--- src/hdl/median_dual_area_accumulator_defines.svh ---
// Assertion macros for the median dual area accumulator.
`ifndef MEDIAN_DUAL_AREA_ACCUMULATOR_DEFINES_SVH
`define MEDIAN_DUAL_AREA_ACCUMULATOR_DEFINES_SVH

// Same-cycle implication, sampled on clk, off while arst_n is low.
`define MDA_ASSERT_NOW(label, ante, cons) \
	label: assert property (@(posedge clk) disable iff (!arst_n) (ante) |-> (cons)) \
		else $error("mda: same-cycle check failed");

// Next-cycle implication, sampled on clk, off while arst_n is low.
`define MDA_ASSERT_NEXT(label, ante, cons) \
	label: assert property (@(posedge clk) disable iff (!arst_n) (ante) |=> (cons)) \
		else $error("mda: next-cycle check failed");

`endif

--- src/hdl/mda_pkg.sv ---
// Shared constants, types and helpers for the median dual area accumulator.
`default_nettype none
package mda_pkg;

	localparam int NODE_COUNT = 4096;
	localparam int CORNERS    = 3;
	localparam int COORD_BITS = 24;

	localparam int NODE_FW  = 12;                    // node field width
	localparam int COORD_FW = 24;                    // coordinate field width
	localparam int NODE_AW  = $clog2(NODE_COUNT);    // table index width
	localparam int CIDX_W   = $clog2(CORNERS);       // corner index width
	localparam int AREA_W   = 63;

	localparam logic [AREA_W-1:0] AREA_MAX = {AREA_W{1'b1}};

	localparam int OPD_W   = COORD_BITS + 2;         // multiplier operand width
	localparam int PROD_W  = 2 * OPD_W;
	localparam int DET_W   = PROD_W + 1;
	localparam int MAG6_W  = DET_W + 3;

	localparam logic OP_ADD  = 1'b0;
	localparam logic OP_READ = 1'b1;

	typedef enum logic [2:0] {
		ST_CLEAR,
		ST_IDLE,
		ST_MUL_AB,
		ST_MUL_CD,
		ST_MAG,
		ST_UPD,
		ST_RD_REQ,
		ST_RD_OUT
	} state_t;

	typedef struct packed {
		logic              mul_en;
		logic              op_cd;
		logic              mag_en;
		logic              rd_en;
		logic              rd_query;
		logic              upd_en;
		logic              clr_en;
		logic [NODE_AW-1:0] clr_addr;
		logic [CIDX_W-1:0]  corner;
		logic              out_load;
	} ctl_t;

	function automatic logic node_ok(input logic [NODE_FW-1:0] node);
		return 32'(node) < NODE_COUNT;
	endfunction

	function automatic logic signed [COORD_BITS-1:0] coord_of(input logic [COORD_FW-1:0] raw);
		return signed'(COORD_BITS'(raw));
	endfunction

endpackage
`default_nettype wire

--- src/hdl/mda_ctrl.sv ---
// Sequencer for the median dual area accumulator.
`default_nettype none
module mda_ctrl (
	input  wire logic            clk,
	input  wire logic            arst_n,
	input  wire logic            in_fire,
	input  wire logic            in_read,
	input  wire logic            out_free,
	output mda_pkg::state_t      st,
	output mda_pkg::ctl_t        ctl
);
	import mda_pkg::*;

	state_t              state_q, state_d;
	logic [CIDX_W-1:0]   corner_q, corner_d;
	logic [NODE_AW-1:0]  clr_cnt_q;

	localparam logic [CIDX_W-1:0]  LAST_CORNER = CIDX_W'(CORNERS - 1);
	localparam logic [NODE_AW-1:0] LAST_NODE   = NODE_AW'(NODE_COUNT - 1);

	always_ff @(posedge clk or negedge arst_n) begin
		if (!arst_n) begin
			state_q   <= ST_CLEAR;
			corner_q  <= '0;
			clr_cnt_q <= '0;
		end else begin
			state_q  <= state_d;
			corner_q <= corner_d;
			if (state_q == ST_CLEAR)
				clr_cnt_q <= clr_cnt_q + 1'b1;
		end
	end

	// next state
	always_comb begin
		state_d  = state_q;
		corner_d = corner_q;
		unique case (state_q)
			ST_CLEAR: begin
				if (clr_cnt_q == LAST_NODE)
					state_d = ST_IDLE;
			end
			ST_IDLE: begin
				if (in_fire) begin
					corner_d = '0;
					state_d  = in_read ? ST_RD_REQ : ST_MUL_AB;
				end
			end
			ST_MUL_AB: state_d = ST_MUL_CD;
			ST_MUL_CD: state_d = ST_MAG;
			ST_MAG:    state_d = ST_UPD;
			ST_UPD: begin
				if (corner_q == LAST_CORNER) begin
					state_d = ST_IDLE;
				end else begin
					corner_d = corner_q + 1'b1;
					state_d  = ST_MUL_AB;
				end
			end
			ST_RD_REQ: state_d = ST_RD_OUT;
			ST_RD_OUT: begin
				if (out_free)
					state_d = ST_IDLE;
			end
		endcase
	end

	// outputs
	always_comb begin
		ctl          = '0;
		ctl.clr_addr = clr_cnt_q;
		ctl.corner   = corner_q;
		unique case (state_q)
			ST_CLEAR:  ctl.clr_en = 1'b1;
			ST_IDLE:   ;
			ST_MUL_AB: ctl.mul_en = 1'b1;
			ST_MUL_CD: begin
				ctl.mul_en = 1'b1;
				ctl.op_cd  = 1'b1;
				ctl.rd_en  = 1'b1;
			end
			ST_MAG:    ctl.mag_en = 1'b1;
			ST_UPD:    ctl.upd_en = 1'b1;
			ST_RD_REQ: begin
				ctl.rd_en    = 1'b1;
				ctl.rd_query = 1'b1;
			end
			ST_RD_OUT: ctl.out_load = out_free;
		endcase
	end

	assign st = state_q;

endmodule
`default_nettype wire

--- config.mk ---
export PLATFORM = sky130hd
export DESIGN_NAME = mda_ctrl
export DESIGN_NICKNAME = d
export VERILOG_FILES = /design/src/hdl/median_dual_area_accumulator_defines.svh /design/src/hdl/mda_pkg.sv /design/src/hdl/mda_ctrl.sv
export SDC_FILE = /design/constraint.sdc
export NUM_CORES = 1
export LEC_CHECK = 0
export BUFFER_PORTS_ARGS = -buffer_cell sky130_fd_sc_hd__buf_2
export CAP_MARGIN = 20
export CORE_UTILIZATION = 31
export DETAILED_ROUTE_END_ITERATION = 16
export PLACE_DENSITY = 0.59
export SLEW_MARGIN = 20
export SYNTH_ARGS = -nofsm -noshare
export SYNTH_HDL_FRONTEND = slang
export SYNTH_SLANG_ARGS = --single-unit
--- constraint.sdc ---
create_clock -name clk -period 1.55 [get_ports clk]
set_input_delay 0.31 -clock clk [delete_from_list [all_inputs] [get_ports clk]]
set_output_delay 0.31 -clock clk [all_outputs]
set_load 0.01 [all_outputs]
==> metrics.md <==
| Metric | Value |
|---|---|
| Pleak | 0.646 nW |
| Initial Util | 33.5% |
| Worst R2R Setup Slack | 0.08 ns |
| Post-Synth Adder-Cell Area | 2.64% |
| Xor/xnor share of the synthesized area | 11.1% |
| Failing checks | DRC |
| Setup Skew | 0.000500 ns |
| Gr usage total | 12.0% |
| Grt ovf | 0 |
| Async set-reset flop share out of synthesis | 100% |
| Vias in the first global route | 697 |
| Worst skew pair latency | 0.28 ns |
| CTS H-tree lvls | 1 |
| Post-synth top area share | 44.9% |
| Critical R2R Launch | st[1] |
| Clk pin slew, worst setup/hold paths | 0.09 ns |
| CP arrival | 1.24 ns |
| Syn Nets | 102 |
| Setup crit end | ctl[15] |
| Most frequent cell after synthesis | dfrtp_1 |
| RD Place Congestion | 0.718 |
| Synth cell count leaders | dfrtp_1, nand2_1, nor3_1 |
| Inserted Clock Buffers | 3 |
| First-pass GRT wire length | 3.04 mm |
| Crit start category | register |
| DR pass1 iterations | 10 |
| Post-DP HPWL | 1.41 mm |
| Compound-gate portion of the synthesized area | 9.51% |
| Post-layout util | 43.2% |
| Cell variety after synth | 25 |
| Main synth FF type | dfrtp_1 |
| Yosys top cell by area | dfrtp_1 |
| Setup crit end kind | output pin |
| Ant diodes | 0 |
| Clk sinks | 17 |
| Die span in x | 57.3 um |
| Fraction of layout instances using a drive strength above 1 | 35.1% |
| Via count | 785 |
| Hold/Removal Path Class | input port to register |
| CP Data Required Time | 1.24 ns |
| Cell area after synthesis | 947 um^2 |
| Fin. max-slew vios | 0 |
| Reg2Reg Depth | 4 |
| R2R Path End | clr_cnt_q[11] |
| Kind of critical path | register to output pin |
| Seq/Total Area, Yosys | 44.9% |
| Area growth from synthesis to layout | 29.1% |
| Unrepaired setup endpoints after global routing | yes |
| Detailed Route WL | 1.92 mm |
| Fin. Hold Viols | 0 |
| Pwr/cell area | 1710 nW/um^2 |
| Synthesized instance count | 95 |
| Syn avg cell area | 9.97 um^2 |
| Seq. cell area | 425 um^2 |
| Initial antenna violation count | 0 |
| Largest net degree at the start of global routing | 18 |
| Flops & latches, synth | 17 |
| PnR worst setup slack | 0.00132 ns |
| Max Freq | 646 MHz |
| Root Buffer | clkbuf_4 |
| Worst Setup SP | st[1] |
| Fillers | 286 |
| Post-route ant nets | 0 |
| Die height | 57.3 um |
| Hold Slack | 0.348 ns |
| Post-synth EDFFs | 0 |
| TNS Setup | 0 ns |
| I/O Buffers | 29 |
| Footprint of the multi-input gates | 485 um^2 |
| Core Region | 2830 um^2 |
| Mux cell area share after synthesis | 1.06% |
| Relative slew slack | 75.6% |
| Worst VDD drop | 0.000671 V |
| Measured slew at the worst slew-check pin | 0.366 ns |
| DRC Markers | 4 |
| Die area | 3280 um^2 |
| Power Total | 0.00209 W |
| Synth Warn # | 0 |
| Status | finished with violations |
| Num ports | 30 |
| Hold_sp | in_read |
| Nets@finish | 139 |
| Finish-stage setup viols | 0 |
| Starting DRT DRC Count | 29 |
| Clock Tree Buf Depth | 2 |
| Synth top area cells | dfrtp_1, nor4_4, xnor2_1 |
| Via density | 4.85 |
| Routed WL per cell | 11.8 um |
| Tmin final | 1.55 ns |
| Period utilization | 99.9% |
| CTS tree | built |
| Synth Area in Simple Gates | 25.6% |
| Worst slack, placed | 0.0826 ns |
| Rows | 19 |
| Peak fanout along the critical path | 2 |
| Max_cap viols | 0 |
| Largest family of logic cells by synthesized area | simple AND/OR/NAND/NOR gates |
-- sequential cells by signal, indices dropped and copies added (netlist names) --
register / flops
clr_cnt_q: 12
corner_q: 2
st: 3
-- worst min-delay path by stage --
stage,endpoint,slack [ns],cells past startpoint
after floorplan,clr_cnt_q[0],0.01,0
after global placement,clr_cnt_q[3],0.25,1
after detailed placement,clr_cnt_q[3],0.25,1
after CTS,st[2],0.35,3
after global routing,st[2],0.38,3
final,st[2],0.35,3
-- layout make-up --
type,instances,share of cell area (%)
Sequential cell,17,34.8
Tap cell,31,3.17
Inverter,7,2.35
Multi-Input combinational cell,67,39.7
Timing Repair Buffer,36,17.8
Clock buffer,4,2.15
-- per-layer routing --
metal / GRT usage, % / part of all wire [%]
met4: 5.23 / 0
met3: 2.72 / 6.2
met5: 0 / 0
met1: 16.2 / 49
met2: 18.3 / 44
-- critical path, stage by stage, from the launching register on --
cell and delay (ns):
dfrtp_1 0.39, or3_4 0.41, inv_4 0.07, buf_6 0.09
-- cells in the final DEF (no fill, tap or decap), types with 2 or more instances in the layout --
cell type / instances
nand2_1: 9
o31ai_1: 2
nor3_1: 6
nor3_2: 2
o2bb2ai_1: 2
ha_1: 2
nor4_4: 3
nor2b_1: 2
nand4_1: 5
dfrtp_1: 17
o21ai_0: 4
xnor2_1: 6
clkbuf_4: 3
buf_4: 3
nand3_1: 4
buf_6: 4
buf_2: 28
nor2_1: 5
xor2_1: 6
inv_1: 6
-- through the flow --
| step | instances | cell area, um^2 |
|---|---|---|
| 4_1_cts | 162 | 1200 |
| 2_1_floorplan | 95 | 947 |
| 6_report | 162 | 1220 |
| 3_3_place_gp | 154 | 1130 |
| 3_5_place_dp | 154 | 1130 |
| 5_1_grt | 162 | 1220 |
-- power by group --
part | internal [W] | leakage [nW] | switching (W)
logic | 0.000535 | 0.409 | 0.000636
clock network | 0.0000997 | 0.0150 | 0.000129
registers | 0.000564 | 0.223 | 0.000125
total | 0.00120 | 0.646 | 0.000890
-- cell families after synthesis --
logic type | Yosys count
buf+inv | 11
xor+xnor | 12
compound gates | 13
flops | 17
mux | 1
simple gates | 39
fa+ha+maj | 2
-- timing repair --
| item | CTS | global route |
|---|---|---|
| gates resized for setup | 4 | 5 |
| buffers inserted | 3 | 0 |
| hold endpoints to repair | 17 | 0 |
| hold buffers | 1 | 0 |
| endpoints found under the setup margin | 4 | 10 |
| pin swaps | 1 | 2 |
Power figures use the tool's default switching activity.
