--- config.mk ---
export PLATFORM = sky130hd
export DESIGN_NAME = mda_corner_unit
export DESIGN_NICKNAME = d
export VERILOG_FILES = /design/src/hdl/median_dual_area_accumulator_defines.svh /design/src/hdl/mda_pkg.sv /design/src/hdl/mda_corner_unit.sv
export SDC_FILE = /design/constraint.sdc
export NUM_CORES = 2
export LEC_CHECK = 0
export BUFFER_PORTS_ARGS = -buffer_cell sky130_fd_sc_hd__buf_2
export CAP_MARGIN = 20
export CORE_ASPECT_RATIO = 0.9
export CORE_UTILIZATION = 39
export CTS_CLUSTER_DIAMETER = 120
export DETAILED_ROUTE_END_ITERATION = 6
export PLACE_DENSITY = 0.59
export SLEW_MARGIN = 15
export SYNTH_ARGS = -nofsm -noshare
export SYNTH_HDL_FRONTEND = slang
export SYNTH_SLANG_ARGS = --single-unit
export TNS_END_PERCENT = 1
--- constraint.sdc ---
create_clock -name clk -period 18.5 [get_ports clk]
set_input_delay 3.7 -clock clk [delete_from_list [all_inputs] [get_ports clk]]
set_output_delay 3.7 -clock clk [all_outputs]
set_load 0.1 [all_outputs]
--- src/hdl/median_dual_area_accumulator_defines.svh ---
// Assertion macros for the median dual area accumulator.
`ifndef MEDIAN_DUAL_AREA_ACCUMULATOR_DEFINES_SVH
`define MEDIAN_DUAL_AREA_ACCUMULATOR_DEFINES_SVH

// Same-cycle implication, sampled on clk, off while arst_n is low.
`define MDA_ASSERT_NOW(label, ante, cons) \
	label: assert property (@(posedge clk) disable iff (!arst_n) (ante) |-> (cons)) \
		else $error("mda: same-cycle check failed");

// Next-cycle implication, sampled on clk, off while arst_n is low.
`define MDA_ASSERT_NEXT(label, ante, cons) \
	label: assert property (@(posedge clk) disable iff (!arst_n) (ante) |=> (cons)) \
		else $error("mda: next-cycle check failed");

`endif

--- src/hdl/mda_pkg.sv ---
// Shared constants, types and helpers for the median dual area accumulator.
`default_nettype none
package mda_pkg;

	localparam int NODE_COUNT = 4096;
	localparam int CORNERS    = 3;
	localparam int COORD_BITS = 24;

	localparam int NODE_FW  = 12;                    // node field width
	localparam int COORD_FW = 24;                    // coordinate field width
	localparam int NODE_AW  = $clog2(NODE_COUNT);    // table index width
	localparam int CIDX_W   = $clog2(CORNERS);       // corner index width
	localparam int AREA_W   = 63;

	localparam logic [AREA_W-1:0] AREA_MAX = {AREA_W{1'b1}};

	localparam int OPD_W   = COORD_BITS + 2;         // multiplier operand width
	localparam int PROD_W  = 2 * OPD_W;
	localparam int DET_W   = PROD_W + 1;
	localparam int MAG6_W  = DET_W + 3;

	localparam logic OP_ADD  = 1'b0;
	localparam logic OP_READ = 1'b1;

	typedef enum logic [2:0] {
		ST_CLEAR,
		ST_IDLE,
		ST_MUL_AB,
		ST_MUL_CD,
		ST_MAG,
		ST_UPD,
		ST_RD_REQ,
		ST_RD_OUT
	} state_t;

	typedef struct packed {
		logic              mul_en;
		logic              op_cd;
		logic              mag_en;
		logic              rd_en;
		logic              rd_query;
		logic              upd_en;
		logic              clr_en;
		logic [NODE_AW-1:0] clr_addr;
		logic [CIDX_W-1:0]  corner;
		logic              out_load;
	} ctl_t;

	function automatic logic node_ok(input logic [NODE_FW-1:0] node);
		return 32'(node) < NODE_COUNT;
	endfunction

	function automatic logic signed [COORD_BITS-1:0] coord_of(input logic [COORD_FW-1:0] raw);
		return signed'(COORD_BITS'(raw));
	endfunction

endpackage
`default_nettype wire

--- src/hdl/mda_corner_unit.sv ---
// Shared multiplier and magnitude path: 6*|D| for one corner at a time.
`default_nettype none
module mda_corner_unit (
	input  wire logic                                   clk,
	input  wire mda_pkg::ctl_t                          ctl,
	input  wire logic signed [mda_pkg::COORD_BITS-1:0]  xa,
	input  wire logic signed [mda_pkg::COORD_BITS-1:0]  ya,
	input  wire logic signed [mda_pkg::COORD_BITS-1:0]  xb,
	input  wire logic signed [mda_pkg::COORD_BITS-1:0]  yb,
	input  wire logic signed [mda_pkg::COORD_BITS-1:0]  xc,
	input  wire logic signed [mda_pkg::COORD_BITS-1:0]  yc,
	output logic [mda_pkg::AREA_W-1:0]                  amount
);
	import mda_pkg::*;

	logic signed [OPD_W-1:0]  px, py, qx, qy, rx, ry;
	logic signed [OPD_W-1:0]  opx, opy;
	logic signed [PROD_W-1:0] prod_q, acc_q;
	logic signed [DET_W-1:0]  det;
	logic [DET_W-1:0]         det_abs, mag_q;
	logic [MAG6_W-1:0]        mag6;

	// corner P with neighbours Q and R
	always_comb begin
		case (ctl.corner)
			CIDX_W'(0): begin
				px = OPD_W'(xa); py = OPD_W'(ya);
				qx = OPD_W'(xb); qy = OPD_W'(yb);
				rx = OPD_W'(xc); ry = OPD_W'(yc);
			end
			CIDX_W'(1): begin
				px = OPD_W'(xb); py = OPD_W'(yb);
				qx = OPD_W'(xa); qy = OPD_W'(ya);
				rx = OPD_W'(xc); ry = OPD_W'(yc);
			end
			default: begin
				px = OPD_W'(xc); py = OPD_W'(yc);
				qx = OPD_W'(xa); qy = OPD_W'(ya);
				rx = OPD_W'(xb); ry = OPD_W'(yb);
			end
		endcase
	end

	// first pass: (2Px-Qx-Rx)*(Ry-Qy); second: (Qx-Rx)*(2Py-Qy-Ry)
	assign opx = ctl.op_cd ? (qx - rx) : ((px <<< 1) - qx - rx);
	assign opy = ctl.op_cd ? ((py <<< 1) - qy - ry) : (ry - qy);

	always_ff @(posedge clk) begin
		if (ctl.mul_en) begin
			prod_q <= opx * opy;
			if (ctl.op_cd)
				acc_q <= prod_q;
		end
		if (ctl.mag_en)
			mag_q <= det_abs;
	end

	assign det     = DET_W'(acc_q) + DET_W'(prod_q);
	assign det_abs = det[DET_W-1] ? DET_W'(-det) : DET_W'(det);
	assign mag6    = MAG6_W'({mag_q, 2'b00}) + MAG6_W'({mag_q, 1'b0});
	assign amount  = AREA_W'(mag6);

endmodule
`default_nettype wire

==> implementation parameters <==
Parameter                              Value

Synthesis
  Synth unique cells ... between 80 and 90
  Number of storage elements in the synthesis netlist ... 157
  Area share of the largest cell type after synthesis ... between 30% and 40%
  Count leader, synth ... inv_1
  Synth area leaders ... fa_1, ha_1, edfxtp_1
  Post-synthesis sequential area ratio ... a little over a tenth
  Commonest cells in the synthesized netlist ... inv_1, fa_1, nand2_1
  Number of enable-type register cells in the synthesized netlist ... about 160
  Commonest register cell after synthesis ... edfxtp_1
  Number of warnings printed during yosys synthesis ... 0
  Asr flop ratio synth ... 0%
  Leading area contributor after synthesis ... fa_1
  Mapped Avg Cell Area ... just under 9 sq um
  Synthesized area ... around 44000 sq um
  Count of mapped cells out of synthesis ... between 4000 and 5000

Floorplan
  Boundary pin count ... 230
  Die width ... 358 microns
  Die boundary height ... 322 microns
  Row count ... around 120
  Die Footprint ... approximately 120000 sq um
  Area of the core region ... about 110000 sq um
  Initial core utilization ... around two fifths

Worst setup path
  Capturing element of the worst setup path ... prod_q[51]
  Largest delay contributor family on the critical path ... adder cells
  Critical Path Max Stage Delay ... 0.86 ns
  Total number of cells along the worst setup path ... 40
  Worst r2r src ... prod_q[0]
  CP most frequent cell ... fa_1
  Crit-path max FO ... 83
  End of the worst register-to-register path ... mag_q[46]
  Worst setup slack for register-to-register paths ... approximately 14 ns
  Launching element type of the critical path ... primary input
  Crit path buf inv count ... 6
  Worst path slowest cell ... a21oi_4
  Data required time of the critical path ... roughly 19 ns
  Worst Reg-to-Reg Cells ... 13
  Launching element of the worst setup path ... ctl[2]
  Worst path arrival time ... 16.44 ns
  Worst setup path category ... in2reg
  Sort of element at the end of the critical path ... register

Place
  Half-perimeter wire length of the detailed placement result ... 93900 microns
  GP Congestion ... approximately 0.89
  PortBufs ... just over 200
  Placed inst area ... 47400 sq um

Clock network
  Number of clock sinks seen by CTS ... between 150 and 200
  Library cell used as clock root buffer ... clkbuf_16
  CTS max path bufs ... 2
  Clock latency on the worst-skew pair ... 0.45 ns
  Post-CTS clock slew at the launch and capture registers of the worst setup and hold paths ... roughly 0.07 ns
  TritonCTS clock tree ... done
  Count of buffers added by post-CTS timing repair for setup ... 0
  Post-cts gate resize count ... 0
  Total of hold buffers inserted after clock tree synthesis ... 0
  Number of buffers inserted during clock tree synthesis ... 17
  # H-tree levels ... 4

STA
  Fin. Hold Viols ... 0
  Minimum clock period after layout ... about 16 ns
  Slew at the pin closest to its max-slew limit ... around 1.2 ns
  Post-route setup TNS ... 0 ns
  Final critical-path share of the clock period ... ~90%
  Relative slew slack ... approximately 22%
  Final worst clock skew ... about 0.012 ns
  Setup repair after global routing missed its margin ... no
  Fin. max-slew vios ... 0
  Timing-limited maximum frequency ... a little over 0.06 GHz
  Setup violators final ... 0

Detailed routing
  Total number of vias ... about 34000
  Total length of routed wires ... approximately 120000 microns
  Drt pass-1 iters ... 7
  Number of design-rule violations left by the first detailed-router iteration ... roughly 2000
  Wire length per cell ... approximately 18 microns
  Detail-routed via count per cell ... 5.22
  Remaining routing DRC violations ... 2
  Remaining antenna violation count after routing ... 0

Run status
  Result of the run ... complete, but fails checks
  Violations in the final reports ... DRC

Global routing
  Initial antenna violation count ... 4
  Total grt overflow ... 0
  Global-route usage over all layers ... a little over a fifth
  Wire length of the first global-routing pass ... roughly 190000 microns
  Maximum number of pins on one net before global-route repair ... between 80 and 90
  Number of global-route vias before repair ... 36022

Finish
  Post-route cell area ... roughly 48000 sq um
  Final net count ... between 6000 and 7000
  Area Growth Syn to Fin ... 8.24%
  Ratio of cells with drive above 1 in the final layout ... 7.82%

Flow run
  Maximum Capacitance Violations ... 0

Hold path
  Worst hold-check path type ... reg2reg
## through the flow
step	worst slack [ns]	utilization [%]	cells	hold WS, ns
detailed placement	1.88	42.0	6545	0.448
floorplan	4.02	-	4983	0.433
finish	2.25	42.5	6581	0.464
global placement	1.97	42.0	6545	0.452
CTS	2.35	42.5	6577	0.466
global route	1.62	42.5	6581	0.479
## cells by family (layout without fill, tap and decap cells)
logic type | Yosys count | after routing | synth area share, %
xor+xnor | 277 | 277 | 5.46
buf+inv | 1053 | 1161 | 8.99
fa+ha+maj | 1154 | 1154 | 45.4
compound gates | 838 | 838 | 12.1
other cells | 1 | 11 | 0.00845
mux | 153 | 153 | 3.50
flops | 157 | 157 | 10.6
simple gates | 1343 | 1343 | 13.9
## layout make-up
type | count | area (sq um)
flip-flops and latches | 157 | 4710
diodes | 3 | 7.51
well taps | 1487 | 1860
fillers | 11280 | 65000
clock buffers | 18 | 429
clock inverters | 14 | 170
inverters | 866 | 3250
repair buffers | 263 | 1480
multi-input cells | 3773 | 36100
## worst min path at each step
| stage | from | depth (start not counted) | endpoint |
|---|---|---|---|
| 2_1_floorplan | prod_q[0] | 0 | acc_q[0] |
| 3_3_place_gp | prod_q[22] | 0 | acc_q[22] |
| 3_5_place_dp | prod_q[11] | 0 | acc_q[11] |
| 4_1_cts | prod_q[7] | 0 | acc_q[7] |
| 5_1_grt | prod_q[11] | 0 | acc_q[11] |
| 6_report | prod_q[7] | 0 | acc_q[7] |
## flip-flops by register name, summed over array words and instances, names as in the netlist
| signal | flops |
|---|---|
| mag_q | 53 |
| acc_q | 52 |
| prod_q | 52 |
## cells in the final DEF, fill, tap and decap left out, drive strengths merged, types with 14 or more instances in the layout
cell	n
a211oi	24
nor2	223
o21ai	176
buf	263
inv	876
mux2i	134
nor3	59
and2	105
a21o	116
fa	762
nor4	14
nor2b	69
a31oi	34
nand2b	40
nand2	654
o21a	25
nand4	24
o21bai	44
xnor2	190
o211ai	19
ha	392
or2	16
nand3	53
edfxtp	157
a21oi	253
or3	25
mux2	19
xor2	87
clkbuf	18
and3	33
## metal layers
metal  vias up  wire (microns)  GRT usage (%)
li1      16247               -              -
met1     17002           52400           27.7
met2       938           55100           35.8
met3       152            6470           2.52
met4         0            2720           5.49
met5         -               0              0
Power is not shown: default switching activity piles up to over one toggle a cycle in this logic, so the estimate is an artifact.
